==> config.mk <==
export PLATFORM = sky130hd
export DESIGN_NAME = etmm_front
export DESIGN_NICKNAME = d
export VERILOG_FILES = /design/src/hdl/etmm_pkg.sv /design/src/hdl/etmm_front.sv
export SDC_FILE = /design/constraint.sdc
export NUM_CORES = 1
export LEC_CHECK = 0
export BUFFER_PORTS_ARGS = -buffer_cell sky130_fd_sc_hd__clkbuf_2
export CORE_MARGIN = 2
export CORE_UTILIZATION = 40
export CTS_CLUSTER_DIAMETER = 100
export DETAILED_ROUTE_END_ITERATION = 8
export PLACE_DENSITY = 0.63
export SYNTH_ARGS = -nofsm -noshare
export SYNTH_HDL_FRONTEND = slang
export SYNTH_SLANG_ARGS = --single-unit
==> constraint.sdc <==
create_clock -name aclk -period 11.4 [get_ports aclk]
set_input_delay 0.57 -clock aclk [delete_from_list [all_inputs] [get_ports aclk]]
set_output_delay 0.57 -clock aclk [all_outputs]
set_load 0.005 [all_outputs]
==> src/hdl/etmm_pkg.sv <==
`timescale 1ns / 1ps
// Shared types, constants and elaboration-time functions for the model matrix builder.
// Used by etmm_front, etmm_trig, etmm_back and the top level; depends on nothing.

package etmm_pkg;

    localparam int FRAC_BITS_DEF  = 16;
    localparam int TRIG_ITER_DEF  = 16;
    localparam int ATAN_SLOTS     = 30;
    localparam int QUAD_BITS      = 40;
    localparam int SERIES_BITS    = 44;
    localparam longint unsigned PI_SERIES = 64'h3243F6A8885A;

    localparam int OPW = 33;
    localparam logic signed [OPW-1:0] GAIN_Q30 = 33'sh026DD3B6A;
    localparam logic signed [OPW-1:0] ONE_Q30  = 33'sh040000000;

    localparam logic [1:0] TMODE_NONE   = 2'd0;
    localparam logic [1:0] TMODE_LOCAL  = 2'd1;
    localparam logic [1:0] TMODE_GLOBAL = 2'd2;

    typedef enum logic [1:0] {TX_NONE, TX_LOCAL, TX_GLOBAL} tx_kind_t;

    typedef struct packed {
        logic signed [31:0] tx;
        logic signed [31:0] ty;
        logic signed [31:0] tz;
        logic signed [31:0] ax;
        logic signed [31:0] ay;
        logic signed [31:0] az;
        logic signed [31:0] sx;
        logic signed [31:0] sy;
        logic signed [31:0] sz;
        tx_kind_t           kind;
        logic               rot;
    } item_t;

    typedef struct packed {
        logic                  done;
        logic signed [OPW-1:0] cos;
        logic signed [OPW-1:0] sin;
    } trig_res_t;

    typedef logic [QUAD_BITS:0] atan_t;
    typedef atan_t atan_tab_t [ATAN_SLOTS];

    typedef enum logic [5:0] {
        OP_CA, OP_SA, OP_CB, OP_SB, OP_CZ, OP_SZ, OP_ONE, OP_SASB, OP_CASB,
        OP_R00, OP_R01, OP_R02, OP_R10, OP_R11, OP_R12, OP_R20, OP_R21, OP_R22,
        OP_M00, OP_M01, OP_M02, OP_M10, OP_M11, OP_M12, OP_M20, OP_M21, OP_M22,
        OP_TX, OP_TY, OP_TZ, OP_SCL_X, OP_SCL_Y, OP_SCL_Z
    } opd_t;

    typedef enum logic [4:0] {
        DS_NONE, DS_SASB, DS_CASB,
        DS_R00, DS_R01, DS_R02, DS_R10, DS_R11, DS_R12, DS_R20, DS_R21, DS_R22,
        DS_M00, DS_M01, DS_M02, DS_M10, DS_M11, DS_M12, DS_M20, DS_M21, DS_M22,
        DS_C30, DS_C31, DS_C32
    } dst_t;

    typedef struct packed {
        opd_t a;
        opd_t b;
        logic sh30;
        logic neg;
        logic clr;
        dst_t dst;
    } step_t;

    localparam int NSTEPS = 33;

    function automatic step_t mk(input opd_t a, input opd_t b, input logic sh30,
                                 input logic neg, input logic clr, input dst_t dst);
        step_t s;
        s.a = a;
        s.b = b;
        s.sh30 = sh30;
        s.neg = neg;
        s.clr = clr;
        s.dst = dst;
        return s;
    endfunction

    // Product sequence: rotation terms, then scaling, then the local translation column.
    function automatic step_t prog_step(input logic [5:0] idx);
        step_t s;
        unique case (idx)
            6'd0:  s = mk(OP_SA,   OP_SB,    1'b1, 1'b0, 1'b1, DS_SASB);
            6'd1:  s = mk(OP_CA,   OP_SB,    1'b1, 1'b0, 1'b1, DS_CASB);
            6'd2:  s = mk(OP_CB,   OP_CZ,    1'b1, 1'b0, 1'b1, DS_R00);
            6'd3:  s = mk(OP_CB,   OP_SZ,    1'b1, 1'b0, 1'b1, DS_R01);
            6'd4:  s = mk(OP_SB,   OP_ONE,   1'b1, 1'b0, 1'b1, DS_R02);
            6'd5:  s = mk(OP_SASB, OP_CZ,    1'b1, 1'b0, 1'b1, DS_NONE);
            6'd6:  s = mk(OP_CA,   OP_SZ,    1'b1, 1'b1, 1'b0, DS_R10);
            6'd7:  s = mk(OP_SASB, OP_SZ,    1'b1, 1'b0, 1'b1, DS_NONE);
            6'd8:  s = mk(OP_CA,   OP_CZ,    1'b1, 1'b0, 1'b0, DS_R11);
            6'd9:  s = mk(OP_SA,   OP_CB,    1'b1, 1'b1, 1'b1, DS_R12);
            6'd10: s = mk(OP_CASB, OP_CZ,    1'b1, 1'b1, 1'b1, DS_NONE);
            6'd11: s = mk(OP_SA,   OP_SZ,    1'b1, 1'b1, 1'b0, DS_R20);
            6'd12: s = mk(OP_CASB, OP_SZ,    1'b1, 1'b1, 1'b1, DS_NONE);
            6'd13: s = mk(OP_SA,   OP_CZ,    1'b1, 1'b0, 1'b0, DS_R21);
            6'd14: s = mk(OP_CA,   OP_CB,    1'b1, 1'b0, 1'b1, DS_R22);
            6'd15: s = mk(OP_R00,  OP_SCL_X, 1'b1, 1'b0, 1'b1, DS_M00);
            6'd16: s = mk(OP_R01,  OP_SCL_Y, 1'b1, 1'b0, 1'b1, DS_M01);
            6'd17: s = mk(OP_R02,  OP_SCL_Z, 1'b1, 1'b0, 1'b1, DS_M02);
            6'd18: s = mk(OP_R10,  OP_SCL_X, 1'b1, 1'b0, 1'b1, DS_M10);
            6'd19: s = mk(OP_R11,  OP_SCL_Y, 1'b1, 1'b0, 1'b1, DS_M11);
            6'd20: s = mk(OP_R12,  OP_SCL_Z, 1'b1, 1'b0, 1'b1, DS_M12);
            6'd21: s = mk(OP_R20,  OP_SCL_X, 1'b1, 1'b0, 1'b1, DS_M20);
            6'd22: s = mk(OP_R21,  OP_SCL_Y, 1'b1, 1'b0, 1'b1, DS_M21);
            6'd23: s = mk(OP_R22,  OP_SCL_Z, 1'b1, 1'b0, 1'b1, DS_M22);
            6'd24: s = mk(OP_M00,  OP_TX,    1'b0, 1'b0, 1'b1, DS_NONE);
            6'd25: s = mk(OP_M01,  OP_TY,    1'b0, 1'b0, 1'b0, DS_NONE);
            6'd26: s = mk(OP_M02,  OP_TZ,    1'b0, 1'b0, 1'b0, DS_C30);
            6'd27: s = mk(OP_M10,  OP_TX,    1'b0, 1'b0, 1'b1, DS_NONE);
            6'd28: s = mk(OP_M11,  OP_TY,    1'b0, 1'b0, 1'b0, DS_NONE);
            6'd29: s = mk(OP_M12,  OP_TZ,    1'b0, 1'b0, 1'b0, DS_C31);
            6'd30: s = mk(OP_M20,  OP_TX,    1'b0, 1'b0, 1'b1, DS_NONE);
            6'd31: s = mk(OP_M21,  OP_TY,    1'b0, 1'b0, 1'b0, DS_NONE);
            6'd32: s = mk(OP_M22,  OP_TZ,    1'b0, 1'b0, 1'b0, DS_C32);
            default: s = mk(OP_ONE, OP_ONE,  1'b1, 1'b0, 1'b1, DS_NONE);
        endcase
        return s;
    endfunction

    function automatic longint unsigned udiv(input longint unsigned num,
                                             input longint unsigned den);
        longint unsigned q;
        longint unsigned r;
        q = 0;
        r = 0;
        for (int k = 63; k >= 0; k--) begin
            r = (r << 1) | ((num >> k) & 64'd1);
            if (r >= den) begin
                r = r - den;
                q = q | (64'd1 << k);
            end
        end
        return q;
    endfunction

    // Arctangent table in units of 2^40 per quarter turn, from the power series.
    function automatic atan_tab_t build_atan();
        atan_tab_t tab;
        longint sum;
        longint unsigned term;
        longint unsigned num;
        longint unsigned q;
        int e;
        tab[0] = atan_t'(64'd1 << (QUAD_BITS - 1));
        for (int i = 1; i < ATAN_SLOTS; i++) begin
            sum = 0;
            for (int k = 0; k < 23; k++) begin
                e = i * (2 * k + 1);
                if (e <= SERIES_BITS) begin
                    term = udiv(64'd1 << (SERIES_BITS - e), longint'(2 * k + 1));
                    if ((k & 1) == 1) begin
                        sum = sum - longint'(term);
                    end else begin
                        sum = sum + longint'(term);
                    end
                end
            end
            num = longint'(sum);
            q = 0;
            for (int b = 0; b < QUAD_BITS + 1; b++) begin
                num = num << 1;
                q = q << 1;
                if (num >= PI_SERIES) begin
                    num = num - PI_SERIES;
                    q = q | 64'd1;
                end
            end
            tab[i] = atan_t'(q);
        end
        return tab;
    endfunction

endpackage

==> src/hdl/etmm_front.sv <==
`timescale 1ns / 1ps
// Front end: accepts request words, decodes the modes and the effective scale,
// and holds them in a two-entry queue for the back end. Depends on etmm_pkg.

module etmm_front #(
    parameter int FRAC_BITS = etmm_pkg::FRAC_BITS_DEF
) (
    input  logic                aclk,
    input  logic                aresetn,
    input  logic                s_valid,
    output logic                s_ready,
    input  logic signed [31:0]  s_trans_x,
    input  logic signed [31:0]  s_trans_y,
    input  logic signed [31:0]  s_trans_z,
    input  logic signed [31:0]  s_angle_x,
    input  logic signed [31:0]  s_angle_y,
    input  logic signed [31:0]  s_angle_z,
    input  logic signed [31:0]  s_scale_x,
    input  logic signed [31:0]  s_scale_y,
    input  logic signed [31:0]  s_scale_z,
    input  logic [1:0]          s_translate_mode,
    input  logic                s_rotate_enable,
    input  logic                s_scale_enable,
    output logic                q_valid,
    input  logic                q_pop,
    output etmm_pkg::item_t     q_item
);

    localparam logic signed [31:0] ONE_FX = 32'sd1 <<< FRAC_BITS;

    etmm_pkg::item_t mem_reg [2];
    logic            wr_ptr_reg, wr_ptr_next;
    logic            rd_ptr_reg, rd_ptr_next;
    logic [1:0]      count_reg, count_next;
    etmm_pkg::item_t cls;
    logic            push;

    always_comb begin
        cls.tx  = s_trans_x;
        cls.ty  = s_trans_y;
        cls.tz  = s_trans_z;
        cls.ax  = s_angle_x;
        cls.ay  = s_angle_y;
        cls.az  = s_angle_z;
        cls.sx  = s_scale_enable ? s_scale_x : ONE_FX;
        cls.sy  = s_scale_enable ? s_scale_y : ONE_FX;
        cls.sz  = s_scale_enable ? s_scale_z : ONE_FX;
        cls.rot = s_rotate_enable;
        unique case (s_translate_mode)
            etmm_pkg::TMODE_LOCAL:  cls.kind = etmm_pkg::TX_LOCAL;
            etmm_pkg::TMODE_GLOBAL: cls.kind = etmm_pkg::TX_GLOBAL;
            default:                cls.kind = etmm_pkg::TX_NONE;
        endcase
    end

    assign s_ready = (count_reg != 2'd2);
    assign q_valid = (count_reg != 2'd0);
    assign q_item  = mem_reg[rd_ptr_reg];
    assign push    = s_valid && s_ready;

    always_comb begin
        wr_ptr_next = push ? ~wr_ptr_reg : wr_ptr_reg;
        rd_ptr_next = (q_pop && q_valid) ? ~rd_ptr_reg : rd_ptr_reg;
        count_next  = count_reg + 2'(push) - 2'(q_pop && q_valid);
    end

    always_ff @(posedge aclk) begin
        if (!aresetn) begin
            wr_ptr_reg <= 1'b0;
            rd_ptr_reg <= 1'b0;
            count_reg  <= 2'd0;
        end else begin
            wr_ptr_reg <= wr_ptr_next;
            rd_ptr_reg <= rd_ptr_next;
            count_reg  <= count_next;
        end
    end

    always_ff @(posedge aclk) begin
        if (push) begin
            mem_reg[wr_ptr_reg] <= cls;
        end
    end

endmodule

======== Word level (Yosys, flattened, before mapping) ========
Memories as Yosys holds them, arrays and structs flattened. A register that Yosys moved wholly into a read port is not among the register bits.
Index checks and enable logic that the tools add are counted.
storage, ports and cells
  flip-flop bits (word level) ............. 4
  bits in writable memories ............... 582
  output and inout bits ................... 293
  logic and storage cells ................. 22
  memories kept ........................... 1
memories
  memory   words  bits a word  rd ports  clocked after Yosys merged registers in  wr ports  RTL line          RTL
  mem_reg  2      291          1         1                                        1         etmm_front.sv:31  etmm_pkg::item_t mem_reg [2];
cells by class
  add/subtract/negate cells ............... 2
  eq/ne operators ......................... 3
  mux-type cells .......................... 8
  bitwise gates (word level) .............. 2
  reduce and logical (&&, ||, !) cells .... 3
operators by type and width
  cell                                                             count
  32-bit two-way mux                                               3
  1-bit two-way mux                                                4
  2-bit case mux with 2 select lines                               1
  2-bit by 1-bit adder with 2-bit output                           1
  2-bit by 1-bit == test with 1-bit output, second input constant  1
  2-bit == test, second input constant                             1
  1-bit logical AND                                                2
  2-bit != test, second input constant                             1
  1-bit NOT                                                        2
  2-bit nonzero test                                               1
  2-bit by 1-bit subtractor with 2-bit output                      1

======== Longest topological paths before layout ========
  depth in word-level cells ............... 4
  mapped depth ............................ 6
  mapped depth without buffers ............ 6

======== Least setup slack after synthesis ========
OpenSTA, ideal clock, no wires.
  kind .................................... reg-to-reg
  start ................................... register count_reg[0]
  end ..................................... memory mem_reg[1][0] in the netlist's numbering (enable)
  setup time .............................. 691 ps
  arrival ................................. 7268 ps
  slack ................................... 3440 ps
  cell stages (with the launch flop) ...... 3
  clock period less this slack ............ 7960 ps
  path through ............................ dfxtp_1 -> nand2b_1 -> and3_1
on the way
  word-level cells in the longest chain between the ends .. 4
ends and longest elaborated chain
  item                                     RTL line          RTL
  start, declared                          etmm_front.sv:34  logic [1:0] count_reg, count_next;
  start signal, assigned                   etmm_front.sv:75  count_reg <= count_next;
  2-bit != test                            etmm_front.sv:56  assign s_ready = (count_reg != 2'd2);
  via s_ready                              etmm_front.sv:11  output logic s_ready,
  1-bit logical AND                        etmm_front.sv:59  assign push = s_valid && s_ready;
  1-bit two-way mux                        etmm_front.sv:80  if (push) begin
  1-bit two-way mux (not written as such)  etmm_front.sv:81  mem_reg[wr_ptr_reg] <= cls;
  end, declared                            etmm_front.sv:31
The timed path passes the listed nets, and every way through them passes these cells.

==> flow_summary.yaml <==
outcome:
  status: "finished clean"
sta:
  period_share: 0.328
  hold_ws_ps: 153
  setup-violations-final: 0
  slew_violations: 0
  finalSetupTns_ps: 0
  fmax_mhz: 268
  clock_skew_ps: 11.5
  hold_viol: 0
  rsz0062_at_grt: "false"
  worst_pin_slew_ps: 1060
  min_period_ps: 3730
  relSlewSlack: 0.295
routing:
  remaining_drc_errors: 0
  routed_wl_um: 49400
  detail-route-antenna-nets: 0
  drt-pass1-iter-count: 4
  viasPerCell: 4.80
  wire_per_inst_um: 20.5
  num_vias: 11564
  first_iter_violations: 572
floorplanning:
  fp.coreArea_um2: 54000
  start_util: 0.405
  ioPinCount: 589
  die_x_um: 238
  die_area_um2: 56600
  rows: 85
  die_h_um: 238
layout:
  nets: 1957
  syn_to_final_growth_pct: 24.9
  final_core_util: 0.506
  layout-drive-gt1-share: 0.575
  num-fill-cells: 4485
  largest_reg_flops: 582
worst_setup_path:
  crit_family: "buffers and inverters"
  path_class: "reg -> out"
  cp-end-kind: "output pin"
  crit_path_top_delay_cell: "buf_4"
  path_cells: "buf_4 -> mux2_2 -> clkbuf_2"
  crit_path_start_kind: "flop"
  crit_buf_inv: 2
  crit_path_max_incr_delay_ps: 960
  crit_arrival_ps: 3160
  cp_max_fo: 79
  worstPathRequired_ps: 10830
clock_tree:
  cts.hold.buffers_added: 0
  cts_tree: "done"
  cts_buffer_depth: 3
  cts_setup_buffers: 0
  cts-root-buf: "clkbuf_16"
  cts-htree-levels: 2
  cts_made_buffers: 59
  ctsResizeCount: 0
  insertion_delay_ps: 600
  clk_pin_slew_worst_paths_ps: 60
  cts_sinks: 587
synth:
  synth_xor_area_frac: 0.000400
  ys_warn_count: 0
  synthArstFlopShare: 0
  synth_seq_cells: 587
  ys_types: 26
  synth_top_area_cell: "edfxtp_1"
  synth_area_um2: 21900
  synth_top_family_by_area: "multiplexers"
  syn_area_per_cell_um2: 21.0
  synth-adder-area-share: 0.000571
  yosys.area_share.simple: 0.0320
  synth_top_area_share: 0.798
  ys.flop_type: "edfxtp_1"
  ys_seq_area_frac: 0.803
  synth_compound_area_frac: 0.00200
  yosys-top-cells-count: "edfxtp_1, mux2_2, and2_1"
  muxShareOfSynthArea: 0.150
  syn_inst: 1043
  synth_edf_count: 582
  synth_area_leaders: "edfxtp_1, mux2_2, and2_1, buf_4, dfxtp_1"
  synth.most_common_cell: "edfxtp_1"
  synth_nets: 1340
place:
  globalplace.congestion: 0.764
  dp_hpwl_um: 33400
  numPortBuffers: 588
pwr:
  seqPwrFrac: 0.489
  switching_share: 0.249
  power_density_nw_per_um2: 201
  power_frac_clock: 0.327
  p_comb_frac: 0.184
  switchingPower_mw: 1.37
  vdd_ir_drop_max_v: 0.000135
  intPower_mw: 4.14
  p_total_mw: 5.51
  p_leak_nw: 10.3
grt:
  overflow: 0
  grt_pass1_wl_um: 71800
  grt_pass1_vias: 12146
  antenna_found_initial: 11
  grt_max_degree: 150
  track_usage: 0.168
run:
  cap_violations: 0
hold_path:
  hp-class: "in -> reg"
per-layer routing:
| metal | up-vias | wire length, um | GRT usage |
|---|---|---|---|
| li1 | 5317 | - | - |
| met1 | 5682 | 18600 | 0.192 |
| met2 | 467 | 23600 | 0.279 |
| met3 | 84 | 5950 | 0.0831 |
| met4 | 14 | 1080 | 0.0483 |
| met5 | - | 92 | 0 |
cell usage in the layout (no fill, tap or decap), types with 2 or more instances in the layout:
| master | count |
|---|---|
| clkbuf_2 | 587 |
| edfxtp_1 | 582 |
| mux2_2 | 291 |
| and2_1 | 94 |
| clkbuf_16 | 61 |
| clkinv_2 | 19 |
| clkinv_1 | 12 |
| clkbuf_1 | 9 |
| buf_4 | 9 |
| diode_2 | 4 |
| nand2b_1 | 4 |
| nor2_1 | 4 |
| dfxtp_1 | 4 |
| o21ai_0 | 2 |
| nor2b_1 | 2 |
| bufinv_16 | 2 |
| clkinvlp_4 | 2 |
| clkinv_4 | 2 |
power groups by stage:
stage / clock [mW] / sequential, mW / combinational [mW]
2_1_floorplan: 0 / 2.77 / 0.595
3_3_place_gp: 0 / 2.73 / 1.03
3_5_place_dp: 0 / 2.74 / 1.04
4_1_cts: 1.85 / 2.70 / 1.04
5_1_grt: 1.93 / 2.72 / 1.10
6_report: 1.80 / 2.70 / 1.02
final timing paths:
kind	startpoint	end	slack, ps	cells after the start
setup / recovery	flop	q_item[131]	7670	3
hold / removal	s_trans_x[14]	mem_reg[1][273]$_DFFE_PP_	150	1
setup reg to reg	count_reg[0]$_SDFF_PN0_	mem_reg[0][248]$_DFFE_PP_	7840	5
hold reg to reg	rd_ptr_reg$_SDFFE_PN0P_	rd_ptr_reg$_SDFFE_PN0P_	510	2
logic make-up after synthesis:
kind of cell	after synthesis
buf+inv	44
simple gates	113
flops	587
mux	291
xor+xnor	1
compound gates	6
fa+ha+maj	1
cell type report:
type / instances / area (um2) / share of cell area
well taps: 696 / 871 / 0.0318
inverters: 2 / 15.0 / 0.000549
multi-input cells: 412 / 4050 / 0.148
clock buffers: 70 / 1560 / 0.0570
repair buffers: 598 / 3030 / 0.111
clock inverters: 38 / 241 / 0.00883
diodes: 4 / 10.0 / 0.000366
flip-flops and latches: 587 / 17600 / 0.643
per-stage QoR:
stage	setup slack [ps]	cells	area, um2
4_1_cts	7550	2403	27300
5_1_grt	7440	2404	27300
6_report	7670	2407	27400
3_5_place_dp	7590	2295	25500
2_1_floorplan	3440	1043	21900
3_3_place_gp	7590	2295	25500
Note: power is estimated with default switching activity, not from simulation.
